===== src/design/nnrs_pkg.sv =====
// nnrs_pkg: shared types and constants of the nearest-neighbour raster scaler
// used by nnrs_ctrl, nnrs_dp and nearest_neighbor_raster_scaler
// no dependencies
package nnrs_pkg;

   localparam int CFG_W       = 16;
   localparam int NUM_CFG     = 8;
   localparam int DEF_MAX_RUN = 64;
   // rounded numerator 2*(k-a0)*(b1-b0)+|den| and doubled denominator
   localparam int NUM_W       = 38;
   localparam int DEN_W       = 18;

   typedef enum logic [2:0] {
      CSR_SRC_X_FIRST = 3'd0,
      CSR_SRC_X_END   = 3'd1,
      CSR_SRC_Y_FIRST = 3'd2,
      CSR_SRC_Y_END   = 3'd3,
      CSR_DST_X_FIRST = 3'd4,
      CSR_DST_X_END   = 3'd5,
      CSR_DST_Y_FIRST = 3'd6,
      CSR_DST_Y_END   = 3'd7
   } csr_idx_type;

   typedef struct packed {
      logic signed [15:0] source_row;
      logic signed [15:0] source_col;
      logic [7:0]         red;
      logic [7:0]         green;
      logic [7:0]         blue;
      logic [7:0]         null_value;
      logic               has_null;
      logic               row_end;
   } req_word_type;

   typedef struct packed {
      logic signed [15:0] dest_x;
      logic signed [15:0] dest_y;
      logic [15:0]        dest_lines;
      logic [7:0]         out_red;
      logic [7:0]         out_green;
      logic [7:0]         out_blue;
      logic [7:0]         out_null;
      logic               out_has_null;
      logic               run_last;
   } rsp_word_type;

   typedef struct packed {
      logic load;
      logic mul_y;
      logic ksel_next;
      logic div_start;
      logic store_y0;
      logic store_y1;
      logic row_latch;
      logic mul_x;
      logic take_col;
      logic push;
      logic push_last;
      logic end_row;
   } dp_cmd_type;

   typedef struct packed {
      logic div_done;
      logic row_live;
      logic row_end;
      logic run_more;
      logic x_past;
      logic have_pend;
      logic out_free;
   } dp_sts_type;

endpackage


===== src/design/nnrs_div.sv =====
// nnrs_div: restoring unsigned divider, one quotient bit per cycle
// depends on nothing outside itself
module nnrs_div #(
   parameter int NW = 38,
   parameter int DW = 18
) (
   input  logic          clock,
   input  logic          reset,
   input  logic          start,
   input  logic [NW-1:0] dividend,
   input  logic [DW-1:0] divisor,
   output logic [NW-1:0] quo,
   output logic          rem_nz,
   output logic          done
);
   localparam int CNT_W = $clog2(NW);

   logic [NW-1:0]    quo_ff, quo_in;
   logic [DW-1:0]    rem_ff, rem_in;
   logic [DW-1:0]    dvs_ff;
   logic [CNT_W-1:0] cnt_ff, cnt_in;
   logic             busy_ff, busy_in;
   logic             done_ff, done_in;
   logic [DW:0]      rem_sh;
   logic [DW:0]      rem_sub;

   always_comb begin
      rem_sh  = {rem_ff, quo_ff[NW-1]};
      rem_sub = rem_sh - {1'b0, dvs_ff};
      quo_in  = quo_ff;
      rem_in  = rem_ff;
      cnt_in  = cnt_ff;
      busy_in = busy_ff;
      done_in = done_ff;
      if (start) begin
         quo_in  = dividend;
         rem_in  = '0;
         cnt_in  = '0;
         busy_in = 1'b1;
         done_in = 1'b0;
      end else if (busy_ff) begin
         if (rem_sh >= {1'b0, dvs_ff}) begin
            rem_in = rem_sub[DW-1:0];
            quo_in = {quo_ff[NW-2:0], 1'b1};
         end else begin
            rem_in = rem_sh[DW-1:0];
            quo_in = {quo_ff[NW-2:0], 1'b0};
         end
         cnt_in = cnt_ff + 1'b1;
         if (cnt_ff == CNT_W'(NW - 1)) begin
            busy_in = 1'b0;
            done_in = 1'b1;
         end
      end
   end

   always_ff @(posedge clock) begin
      if (reset) begin
         busy_ff <= 1'b0;
         done_ff <= 1'b0;
         cnt_ff  <= '0;
      end else begin
         busy_ff <= busy_in;
         done_ff <= done_in;
         cnt_ff  <= cnt_in;
      end
      quo_ff <= quo_in;
      rem_ff <= rem_in;
      if (start) begin
         dvs_ff <= divisor;
      end
   end

   assign quo    = quo_ff;
   assign rem_nz = |rem_ff;
   assign done   = done_ff;

endmodule


===== src/design/nnrs_ctrl.sv =====
// nnrs_ctrl: sequencer of the scaler, one item at a time
// depends on nnrs_pkg
module nnrs_ctrl (
   input  logic                clock,
   input  logic                reset,
   input  logic                req_valid,
   output logic                req_stall,
   input  nnrs_pkg::dp_sts_type sts,
   output nnrs_pkg::dp_cmd_type cmd
);
   import nnrs_pkg::*;

   typedef enum logic [3:0] {
      ST_IDLE, ST_MULY0, ST_DIVY0, ST_WTY0, ST_MULY1, ST_DIVY1, ST_WTY1,
      ST_ROWL, ST_CHECK, ST_XTEST, ST_XMUL, ST_XCMP, ST_EMIT, ST_FIN
   } state_type;

   state_type state_ff, state_in;
   logic      stall_ff;

   always_comb begin
      cmd      = '0;
      state_in = state_ff;
      unique case (state_ff)
         ST_IDLE: begin
            if (req_valid && !stall_ff) begin
               cmd.load = 1'b1;
               state_in = ST_MULY0;
            end
         end
         ST_MULY0: begin
            cmd.mul_y = 1'b1;
            state_in  = ST_DIVY0;
         end
         ST_DIVY0: begin
            cmd.div_start = 1'b1;
            state_in      = ST_WTY0;
         end
         ST_WTY0: begin
            if (sts.div_done) begin
               cmd.store_y0 = 1'b1;
               state_in     = ST_MULY1;
            end
         end
         ST_MULY1: begin
            cmd.mul_y     = 1'b1;
            cmd.ksel_next = 1'b1;
            state_in      = ST_DIVY1;
         end
         ST_DIVY1: begin
            cmd.div_start = 1'b1;
            state_in      = ST_WTY1;
         end
         ST_WTY1: begin
            if (sts.div_done) begin
               cmd.store_y1 = 1'b1;
               state_in     = ST_ROWL;
            end
         end
         ST_ROWL: begin
            cmd.row_latch = 1'b1;
            state_in      = ST_CHECK;
         end
         ST_CHECK: begin
            state_in = sts.row_live ? ST_XTEST : ST_FIN;
         end
         ST_XTEST: begin
            if (!sts.run_more) begin
               state_in = ST_FIN;
            end else if (sts.row_end) begin
               state_in = ST_EMIT;
            end else begin
               state_in = ST_XMUL;
            end
         end
         ST_XMUL: begin
            cmd.mul_x = 1'b1;
            state_in  = ST_XCMP;
         end
         ST_XCMP: begin
            state_in = sts.x_past ? ST_FIN : ST_EMIT;
         end
         ST_EMIT: begin
            // the previous column goes out once the next one is known
            if (!sts.have_pend || sts.out_free) begin
               cmd.take_col = 1'b1;
               cmd.push     = sts.have_pend;
               state_in     = ST_XTEST;
            end
         end
         ST_FIN: begin
            if (!sts.have_pend || sts.out_free) begin
               cmd.push      = sts.have_pend;
               cmd.push_last = 1'b1;
               cmd.end_row   = 1'b1;
               state_in      = ST_IDLE;
            end
         end
         default: state_in = ST_IDLE;
      endcase
   end

   always_ff @(posedge clock) begin
      if (reset) begin
         state_ff <= ST_IDLE;
         stall_ff <= 1'b0;
      end else begin
         state_ff <= state_in;
         stall_ff <= (state_in != ST_IDLE);
      end
   end

   assign req_stall = stall_ff;

endmodule


===== src/design/nnrs_dp.sv =====
// nnrs_dp: registers, mapping arithmetic, column cursor and output word
// depends on nnrs_pkg and nnrs_div
module nnrs_dp #(
   parameter int MAX_RUN = nnrs_pkg::DEF_MAX_RUN
) (
   input  logic                         clock,
   input  logic                         reset,
   input  logic                         csr_wr_en,
   input  logic [2:0]                   csr_index,
   input  logic [nnrs_pkg::CFG_W-1:0]   csr_wdata,
   input  nnrs_pkg::req_word_type       req_word,
   output logic                         rsp_valid,
   input  logic                         rsp_stall,
   output nnrs_pkg::rsp_word_type       rsp_word,
   input  nnrs_pkg::dp_cmd_type         cmd,
   output nnrs_pkg::dp_sts_type         sts
);
   import nnrs_pkg::*;

   localparam int RUN_W = $clog2(MAX_RUN + 1);

   logic signed [15:0] cfg_ff [NUM_CFG];
   logic signed [15:0] sx0, sx1, sy0, sy1, dx0, dx1, dy0, dy1;
   req_word_type       item_ff;

   // y mapping
   logic signed [16:0] ky, deny, dsuby;
   logic signed [17:0] ksuby, dsubny;
   logic [16:0]        dabsy;
   logic signed [35:0] prody;
   logic signed [35:0] prody_ff;
   logic [16:0]        dabsy_ff;
   logic               dzy_ff;
   logic signed [37:0] n2y;
   logic [NUM_W-1:0]   n2y_abs;
   logic               n2neg_ff;
   logic [NUM_W-1:0]   quo;
   logic               rem_nz;
   logic               div_done;
   logic signed [38:0] qpos, qs;
   logic signed [39:0] ynew;
   logic signed [39:0] y0_ff, y1_ff;
   logic signed [40:0] lines;
   logic               row_live_ff;
   logic [15:0]        lsat_ff;
   logic [15:0]        ysat_ff;

   // x compare
   logic signed [16:0] kx, denx, dsubx;
   logic signed [17:0] dsubnx, rhsf;
   logic [16:0]        dabsx;
   logic signed [18:0] d2x;
   logic signed [35:0] prodx;
   logic signed [37:0] rhsx;
   logic signed [35:0] prodx_ff;
   logic signed [37:0] rhs_ff;
   logic [16:0]        dabsx_ff;
   logic               dzx_ff;
   logic signed [37:0] n2x;
   logic               x_past;

   logic signed [15:0] cursor_ff;
   logic signed [15:0] pend_x_ff;
   logic               have_pend_ff;
   logic [RUN_W-1:0]   run_cnt_ff;
   logic               rsp_valid_ff;
   rsp_word_type       rsp_ff;
   logic               out_free;

   assign sx0 = cfg_ff[CSR_SRC_X_FIRST];
   assign sx1 = cfg_ff[CSR_SRC_X_END];
   assign sy0 = cfg_ff[CSR_SRC_Y_FIRST];
   assign sy1 = cfg_ff[CSR_SRC_Y_END];
   assign dx0 = cfg_ff[CSR_DST_X_FIRST];
   assign dx1 = cfg_ff[CSR_DST_X_END];
   assign dy0 = cfg_ff[CSR_DST_Y_FIRST];
   assign dy1 = cfg_ff[CSR_DST_Y_END];

   // row k or k+1 onto destination lines
   always_comb begin
      ky     = 17'(item_ff.source_row) + (cmd.ksel_next ? 17'sd1 : 17'sd0);
      ksuby  = 18'(ky) - 18'(sy0);
      deny   = 17'(sy1) - 17'(sy0);
      dsuby  = 17'(dy1) - 17'(dy0);
      dabsy  = deny[16] ? 17'(-deny) : 17'(deny);
      dsubny = deny[16] ? -18'(dsuby) : 18'(dsuby);
      prody  = 36'(ksuby) * 36'(dsubny);
      n2y    = (38'(prody_ff) <<< 1) + $signed({21'd0, dabsy_ff});
      n2y_abs = n2y[37] ? NUM_W'(-n2y) : NUM_W'(n2y);
      qpos   = $signed({1'b0, quo});
      qs     = n2neg_ff ? -(qpos + $signed({38'd0, rem_nz})) : qpos;
      ynew   = dzy_ff ? 40'(dy0) : 40'(dy0) + 40'(qs);
      lines  = 41'(y1_ff) - 41'(y0_ff);
   end

   nnrs_div #(
      .NW(NUM_W),
      .DW(DEN_W)
   ) u_div (
      .clock   (clock),
      .reset   (reset),
      .start   (cmd.div_start),
      .dividend(n2y_abs),
      .divisor ({dabsy_ff, 1'b0}),
      .quo     (quo),
      .rem_nz  (rem_nz),
      .done    (div_done)
   );

   // map(cursor) > col, as n2 >= (col - sx0 + 1) * 2|den|
   always_comb begin
      kx     = 17'(cursor_ff) - 17'(dx0);
      denx   = 17'(dx1) - 17'(dx0);
      dsubx  = 17'(sx1) - 17'(sx0);
      dabsx  = denx[16] ? 17'(-denx) : 17'(denx);
      dsubnx = denx[16] ? -18'(dsubx) : 18'(dsubx);
      prodx  = 36'(18'(kx)) * 36'(dsubnx);
      rhsf   = 18'(item_ff.source_col) - 18'(sx0) + 18'sd1;
      d2x    = $signed({1'b0, dabsx, 1'b0});
      rhsx   = 38'(rhsf) * 38'(d2x);
      n2x    = (38'(prodx_ff) <<< 1) + $signed({21'd0, dabsx_ff});
      x_past = dzx_ff ? (sx0 > item_ff.source_col) : (n2x >= rhs_ff);
   end

   assign out_free = !rsp_valid_ff || !rsp_stall;

   always_ff @(posedge clock) begin
      if (reset) begin
         cfg_ff[CSR_SRC_X_FIRST] <= 16'sd0;
         cfg_ff[CSR_SRC_X_END]   <= 16'sd1;
         cfg_ff[CSR_SRC_Y_FIRST] <= 16'sd0;
         cfg_ff[CSR_SRC_Y_END]   <= 16'sd1;
         cfg_ff[CSR_DST_X_FIRST] <= 16'sd0;
         cfg_ff[CSR_DST_X_END]   <= 16'sd1;
         cfg_ff[CSR_DST_Y_FIRST] <= 16'sd0;
         cfg_ff[CSR_DST_Y_END]   <= 16'sd1;
         cursor_ff    <= 16'sd0;
         have_pend_ff <= 1'b0;
         run_cnt_ff   <= '0;
         rsp_valid_ff <= 1'b0;
         row_live_ff  <= 1'b0;
      end else begin
         if (csr_wr_en) begin
            cfg_ff[csr_index] <= $signed(csr_wdata);
            cursor_ff <= (csr_idx_type'(csr_index) == CSR_DST_X_FIRST)
                         ? $signed(csr_wdata) : dx0;
         end
         if (cmd.load) begin
            run_cnt_ff <= '0;
         end
         if (cmd.row_latch) begin
            row_live_ff <= (lines > 41'sd0);
         end
         if (cmd.take_col) begin
            cursor_ff    <= cursor_ff + 16'sd1;
            run_cnt_ff   <= run_cnt_ff + 1'b1;
            have_pend_ff <= 1'b1;
         end else if (cmd.push) begin
            have_pend_ff <= 1'b0;
         end
         if (cmd.end_row && item_ff.row_end) begin
            cursor_ff <= dx0;
         end
         if (cmd.push) begin
            rsp_valid_ff <= 1'b1;
         end else if (!rsp_stall) begin
            rsp_valid_ff <= 1'b0;
         end
      end

      if (cmd.load) begin
         item_ff <= req_word;
      end
      if (cmd.mul_y) begin
         prody_ff <= prody;
         dabsy_ff <= dabsy;
         dzy_ff   <= (deny == 17'sd0);
      end
      if (cmd.div_start) begin
         n2neg_ff <= n2y[37];
      end
      if (cmd.store_y0) begin
         y0_ff <= ynew;
      end
      if (cmd.store_y1) begin
         y1_ff <= ynew;
      end
      if (cmd.row_latch) begin
         lsat_ff <= (lines > 41'sd65535) ? 16'hFFFF : lines[15:0];
         if (y0_ff < -40'sd32768) begin
            ysat_ff <= 16'h8000;
         end else if (y0_ff > 40'sd32767) begin
            ysat_ff <= 16'h7FFF;
         end else begin
            ysat_ff <= y0_ff[15:0];
         end
      end
      if (cmd.mul_x) begin
         prodx_ff <= prodx;
         rhs_ff   <= rhsx;
         dabsx_ff <= dabsx;
         dzx_ff   <= (denx == 17'sd0);
      end
      if (cmd.take_col) begin
         pend_x_ff <= cursor_ff;
      end
      if (cmd.push) begin
         rsp_ff.dest_x       <= pend_x_ff;
         rsp_ff.dest_y       <= ysat_ff;
         rsp_ff.dest_lines   <= lsat_ff;
         rsp_ff.out_red      <= item_ff.red;
         rsp_ff.out_green    <= item_ff.green;
         rsp_ff.out_blue     <= item_ff.blue;
         rsp_ff.out_null     <= item_ff.has_null ? item_ff.null_value : 8'd0;
         rsp_ff.out_has_null <= item_ff.has_null;
         rsp_ff.run_last     <= cmd.push_last;
      end
   end

   always_comb begin
      sts.div_done  = div_done;
      sts.row_live  = row_live_ff;
      sts.row_end   = item_ff.row_end;
      sts.run_more  = (run_cnt_ff < RUN_W'(MAX_RUN)) && (cursor_ff < dx1);
      sts.x_past    = x_past;
      sts.have_pend = have_pend_ff;
      sts.out_free  = out_free;
   end

   assign rsp_valid = rsp_valid_ff;
   assign rsp_word  = rsp_ff;

endmodule


===== src/design/nearest_neighbor_raster_scaler.sv =====
// nearest_neighbor_raster_scaler: one source pixel word in, its run of destination pixels out.
// After acceptance, two 38-step divider passes (first and next destination line of the source
// row) come before the first output word. Input words are taken one at a time: the next is
// accepted only once the run of the last has been pushed, and an output stall holds that run.
// Reset: synchronous, clears control state and loads register defaults; no clearing pass.
module nearest_neighbor_raster_scaler #(
   parameter int MAX_RUN = nnrs_pkg::DEF_MAX_RUN
) (
   input  logic                       clock,
   input  logic                       reset,
   input  logic                       csr_wr_en,
   input  logic [2:0]                 csr_index,
   input  logic [nnrs_pkg::CFG_W-1:0] csr_wdata,
   input  logic                       req_valid,
   output logic                       req_stall,
   input  nnrs_pkg::req_word_type     req_word,
   output logic                       rsp_valid,
   input  logic                       rsp_stall,
   output nnrs_pkg::rsp_word_type     rsp_word
);
   import nnrs_pkg::*;

   dp_cmd_type cmd;
   dp_sts_type sts;

   nnrs_ctrl u_ctrl (
      .clock    (clock),
      .reset    (reset),
      .req_valid(req_valid),
      .req_stall(req_stall),
      .sts      (sts),
      .cmd      (cmd)
   );

   nnrs_dp #(
      .MAX_RUN(MAX_RUN)
   ) u_dp (
      .clock    (clock),
      .reset    (reset),
      .csr_wr_en(csr_wr_en),
      .csr_index(csr_index),
      .csr_wdata(csr_wdata),
      .req_word (req_word),
      .rsp_valid(rsp_valid),
      .rsp_stall(rsp_stall),
      .rsp_word (rsp_word),
      .cmd      (cmd),
      .sts      (sts)
   );

   a_reset_idle: assert property (@(posedge clock) reset |=> !req_stall && !rsp_valid)
      else $error("scaler not idle after reset");

   a_lines_nonzero: assert property (@(posedge clock) disable iff (reset)
      rsp_valid |-> rsp_word.dest_lines != 16'd0)
      else $error("output word covers no destination line");

   a_stall_on_accept: assert property (@(posedge clock) disable iff (reset)
      $rose(req_stall) |-> $past(req_valid))
      else $error("input stalled without a word taken");

endmodule

===== config.mk =====
export PLATFORM = sky130hd
export DESIGN_NAME = nearest_neighbor_raster_scaler
export DESIGN_NICKNAME = d
export VERILOG_FILES = /design/src/design/nnrs_pkg.sv /design/src/design/nnrs_div.sv /design/src/design/nnrs_ctrl.sv /design/src/design/nnrs_dp.sv /design/src/design/nearest_neighbor_raster_scaler.sv
export SDC_FILE = /design/constraint.sdc
export NUM_CORES = 2
export LEC_CHECK = 0
export BUFFER_PORTS_ARGS = -buffer_cell sky130_fd_sc_hd__buf_4
export CAP_MARGIN = 20
export CORE_ASPECT_RATIO = 0.5
export CORE_MARGIN = 2
export CORE_UTILIZATION = 40
export CTS_BUF_LIST = sky130_fd_sc_hd__clkbuf_4 sky130_fd_sc_hd__clkbuf_8
export DETAILED_ROUTE_END_ITERATION = 8
export GPL_ROUTABILITY_DRIVEN = 0
export SETUP_SLACK_MARGIN = 0.02
export SYNTH_ARGS = -nofsm -noshare
export SYNTH_HDL_FRONTEND = slang
export SYNTH_HIERARCHICAL = 1
export SYNTH_SLANG_ARGS = --single-unit

===== constraint.sdc =====
create_clock -name clock -period 11.5 [get_ports clock]
set_clock_uncertainty 0.1 [all_clocks]
set_input_delay 2.3 -clock clock [delete_from_list [all_inputs] [get_ports clock]]
set_output_delay 2.3 -clock clock [all_outputs]
set_load 0.05 [all_outputs]

==> metrics.txt <==
# TYPE chip_impl_metric gauge
chip_impl_metric{name="regArea",unit="um^2"} 19300
chip_impl_info{name="crit_path_top_delay_cell",value="fa_1"} 1
chip_impl_info{name="critPathCaptureType",value="flip-flop"} 1
chip_impl_metric{name="finalNetCount",unit=""} 10000
chip_impl_metric{name="maxCapViolCount",unit=""} 0
chip_impl_metric{name="synthToLayoutAreaGrowth",unit="%"} 9.58
chip_impl_metric{name="number_of_stages_on_the_worst_setup_path",unit=""} 36
chip_impl_metric{name="post_synth_inst_count",unit=""} 8076
chip_impl_info{name="setup_repair_after_global_routing_missed_its_margin",value="false"} 1
chip_impl_metric{name="postSynthRegisterBits",unit=""} 661
chip_impl_metric{name="cp.arrival",unit="ns"} 11.12
chip_impl_metric{name="grt_pass1_vias",unit=""} 58200
chip_impl_metric{name="critical_path.max_stage_delay",unit="ns"} 0.74
chip_impl_metric{name="ios",unit=""} 174
chip_impl_metric{name="cts_inserted_buffers",unit=""} 106
chip_impl_metric{name="detail_route.iter0.violations",unit=""} 3751
chip_impl_metric{name="multiInputGateArea",unit="um^2"} 52200
chip_impl_metric{name="post_cts.resized_instances",unit=""} 0
chip_impl_metric{name="syn-mean-instance-area",unit="um^2"} 9.61
chip_impl_info{name="cpLargestDelayFamily",value="adder cells"} 1
chip_impl_metric{name="worst_hold_path.num_cells",unit=""} 0
chip_impl_info{name="ys_top_cells_by_area",value="fa_1, edfxtp_1, ha_1"} 1
chip_impl_metric{name="htree_depth",unit=""} 3
chip_impl_metric{name="postRouteAntennaNets",unit=""} 0
chip_impl_metric{name="yosys_warnings",unit=""} 6
chip_impl_metric{name="period_minus_slack",unit="ns"} 10.68
chip_impl_info{name="synth_commonest_cells",value="inv_1, fa_1, nand2_1, ha_1, edfxtp_1"} 1
chip_impl_metric{name="max_slew_margin",unit="%"} 19.6
chip_impl_metric{name="die-width",unit="um"} 627
chip_impl_metric{name="core_region_area",unit="um^2"} 193000
chip_impl_metric{name="num_rows",unit=""} 114
chip_impl_metric{name="placement.io_buffers",unit=""} 173
chip_impl_metric{name="post-cts-setup-buffers",unit=""} 0
chip_impl_metric{name="overflow_after_grt",unit=""} 0
chip_impl_metric{name="timing_hold_violations_final",unit=""} 0
chip_impl_metric{name="cts.reportedPaths.clkPinSlew",unit="ns"} 0.06
chip_impl_metric{name="floorplan.initialDensity",unit="%"} 40.2
chip_impl_metric{name="setup_tns_after_final_layout",unit="ns"} 0
chip_impl_metric{name="fin_worst_hold_slack",unit="ns"} 0.312
chip_impl_metric{name="clock_insertion_delay_worst_skew",unit="ns"} 0.82
chip_impl_metric{name="maxClockFrequency",unit="MHz"} 93.6
chip_impl_info{name="min_delay_worst_type",value="reg -> reg"} 1
chip_impl_metric{name="grt_use_total",unit="%"} 20.9
chip_impl_metric{name="worst_path_buffer_plus_inverter_count",unit=""} 5
chip_impl_metric{name="post_route_cells_drive_above_1_share",unit="%"} 8.31
chip_impl_metric{name="wirelength",unit="um"} 203000
chip_impl_info{name="timing.setup.critical_path_class",value="reg -> reg"} 1
chip_impl_info{name="startpoint_type",value="flip-flop"} 1
chip_impl_metric{name="antenna_found_initial",unit=""} 5
chip_impl_info{name="tritoncts_clock_tree",value="built"} 1
chip_impl_metric{name="period_share",unit="%"} 92.9
chip_impl_metric{name="netlist_area",unit="um^2"} 77600
chip_impl_metric{name="path_max_fanout",unit=""} 7
chip_impl_info{name="ys.flop_type",value="edfxtp_1"} 1
chip_impl_metric{name="cts.path.max_buffers",unit=""} 3
chip_impl_info{name="yosysMostFrequentCell",value="inv_1"} 1
chip_impl_metric{name="die_area",unit="um^2"} 198000
chip_impl_info{name="top_cell_type_by_total_area_after_synthesis",value="fa_1"} 1
chip_impl_metric{name="yosysSeqAreaShare",unit="%"} 24.8
chip_impl_metric{name="drcViolationCount",unit=""} 0
chip_impl_metric{name="drt_pass1_iterations",unit=""} 5
chip_impl_metric{name="fp.dieH",unit="um"} 315
chip_impl_metric{name="place.detailed.hpwl",unit="um"} 162000
chip_impl_metric{name="synth-edff-count",unit=""} 604
chip_impl_info{name="crit_top_cell",value="fa_1"} 1
chip_impl_metric{name="async_flop_share",unit="%"} 0
chip_impl_metric{name="routedWlPerCell",unit="um"} 18.5
chip_impl_metric{name="cts-hold-fix-buffers",unit=""} 0
chip_impl_metric{name="setup_viol",unit=""} 0
chip_impl_metric{name="maxSlewViolCount",unit=""} 0
chip_impl_metric{name="largest_net_degree_at_the_start_of_global_routing",unit=""} 72
chip_impl_metric{name="reg2reg_depth",unit=""} 36
chip_impl_metric{name="grt_pass1_wl",unit="um"} 325000
chip_impl_metric{name="final.fill_count",unit=""} 18600
chip_impl_metric{name="netlist.area_leader.share",unit="%"} 24.9
chip_impl_metric{name="synthDistinctLibCells",unit=""} 119
chip_impl_metric{name="viasPerCell",unit=""} 5.16
chip_impl_info{name="clockRootBuffer",value="clkbuf_8"} 1
chip_impl_info{name="status",value="finished, final reports clean"} 1
chip_impl_metric{name="vias",unit=""} 56700
chip_impl_metric{name="max_slew.worst_pin.slew",unit="ns"} 1.20
chip_impl_metric{name="clock_sinks",unit=""} 661
chip_impl_metric{name="required",unit="ns"} 11.94
## worst paths after layout
path,endpoint,slack [ns],startpoint
worst max-delay path,u_dp/prodx_ff[33],0.82,u_dp/cfg_ff[1][0]
worst min-delay path,u_dp/rsp_word[31],0.31,u_dp/item_ff[31]
worst max register to register,u_dp/prodx_ff[33],0.82,u_dp/cfg_ff[1][0]
worst min register to register,u_dp/rsp_word[31],0.31,u_dp/item_ff[31]
## worst register-to-register path, delay by kind of cell (launching register included)
kind | cells | cell delay [ns]
buf+inv | 5 | 0.53
simple gates | 7 | 1.94
fa+ha+maj | 9 | 4.17
xor+xnor | 1 | 0.13
mux | 1 | 0.16
compound gates | 13 | 2.99
flops | 1 | 0.37
## through the flow
step / setup WS (ns) / std cells / utilization, % / cell area (um^2)
after floorplan: 1.71 / 8077 / - / 77600
after global placement: 0.901 / 10800 / 42.7 / 82500
after detailed placement: 0.728 / 10800 / 42.7 / 82500
after CTS: 0.732 / 11000 / 44.0 / 84900
after global routing: 0.255 / 11000 / 44.1 / 85000
final: 0.820 / 11000 / 44.1 / 85000
## placed cells by master (no fill, tap or decap), drive strengths merged, types with 314 or more instances in the layout
master,synthesis,layout
inv,1402,1405
fa,965,965
nand2,889,889
ha,658,658
edfxtp,604,604
nor2,474,474
a21oi,356,356
buf,37,332
xnor2,328,328
and2,314,314
## cell type report
class / count / share of cell area, %
diodes: 8 / 0.0235
clock buffers: 136 / 2.00
clock inverters: 56 / 0.877
inverters: 1405 / 6.20
multi-input cells: 5783 / 61.4
flip-flops and latches: 661 / 22.7
well taps: 2610 / 3.84
repair buffers: 332 / 2.97
## registers in the layout, summed over array words and instances (netlist names), 18 cells and up
register / cells
u_dp/cfg_ff: 128
u_dp/rsp_word: 82
u_dp/item_ff: 65
u_dp/y0_ff: 40
u_dp/y1_ff: 40
u_dp/u_div/quo: 38
u_dp/prody_ff: 36
u_dp/rhs_ff: 36
u_dp/prodx_ff: 35
u_dp/u_div/dvs_ff: 18
u_dp/u_div/rem_ff: 18
## routing by layer
layer	up-vias	global-route usage (%)	wire length (um)
met3	311	2.85	10900
li1	26900	-	-
met4	0	6.92	7360
met5	-	0	0
met1	28100	27.6	88700
met2	1393	35.5	96400
## kinds of logic after synthesis
family / share of synthesized area, %
flops: 24.8
buf+inv: 8.11
mux: 0.921
other cells: 0.00483
compound gates: 10.4
simple gates: 14.7
xor+xnor: 5.45
fa+ha+maj: 35.5
Power is left out: the tool's default activity adds up to more than one toggle a clock period on the data nets, which glitch-free logic cannot reach.
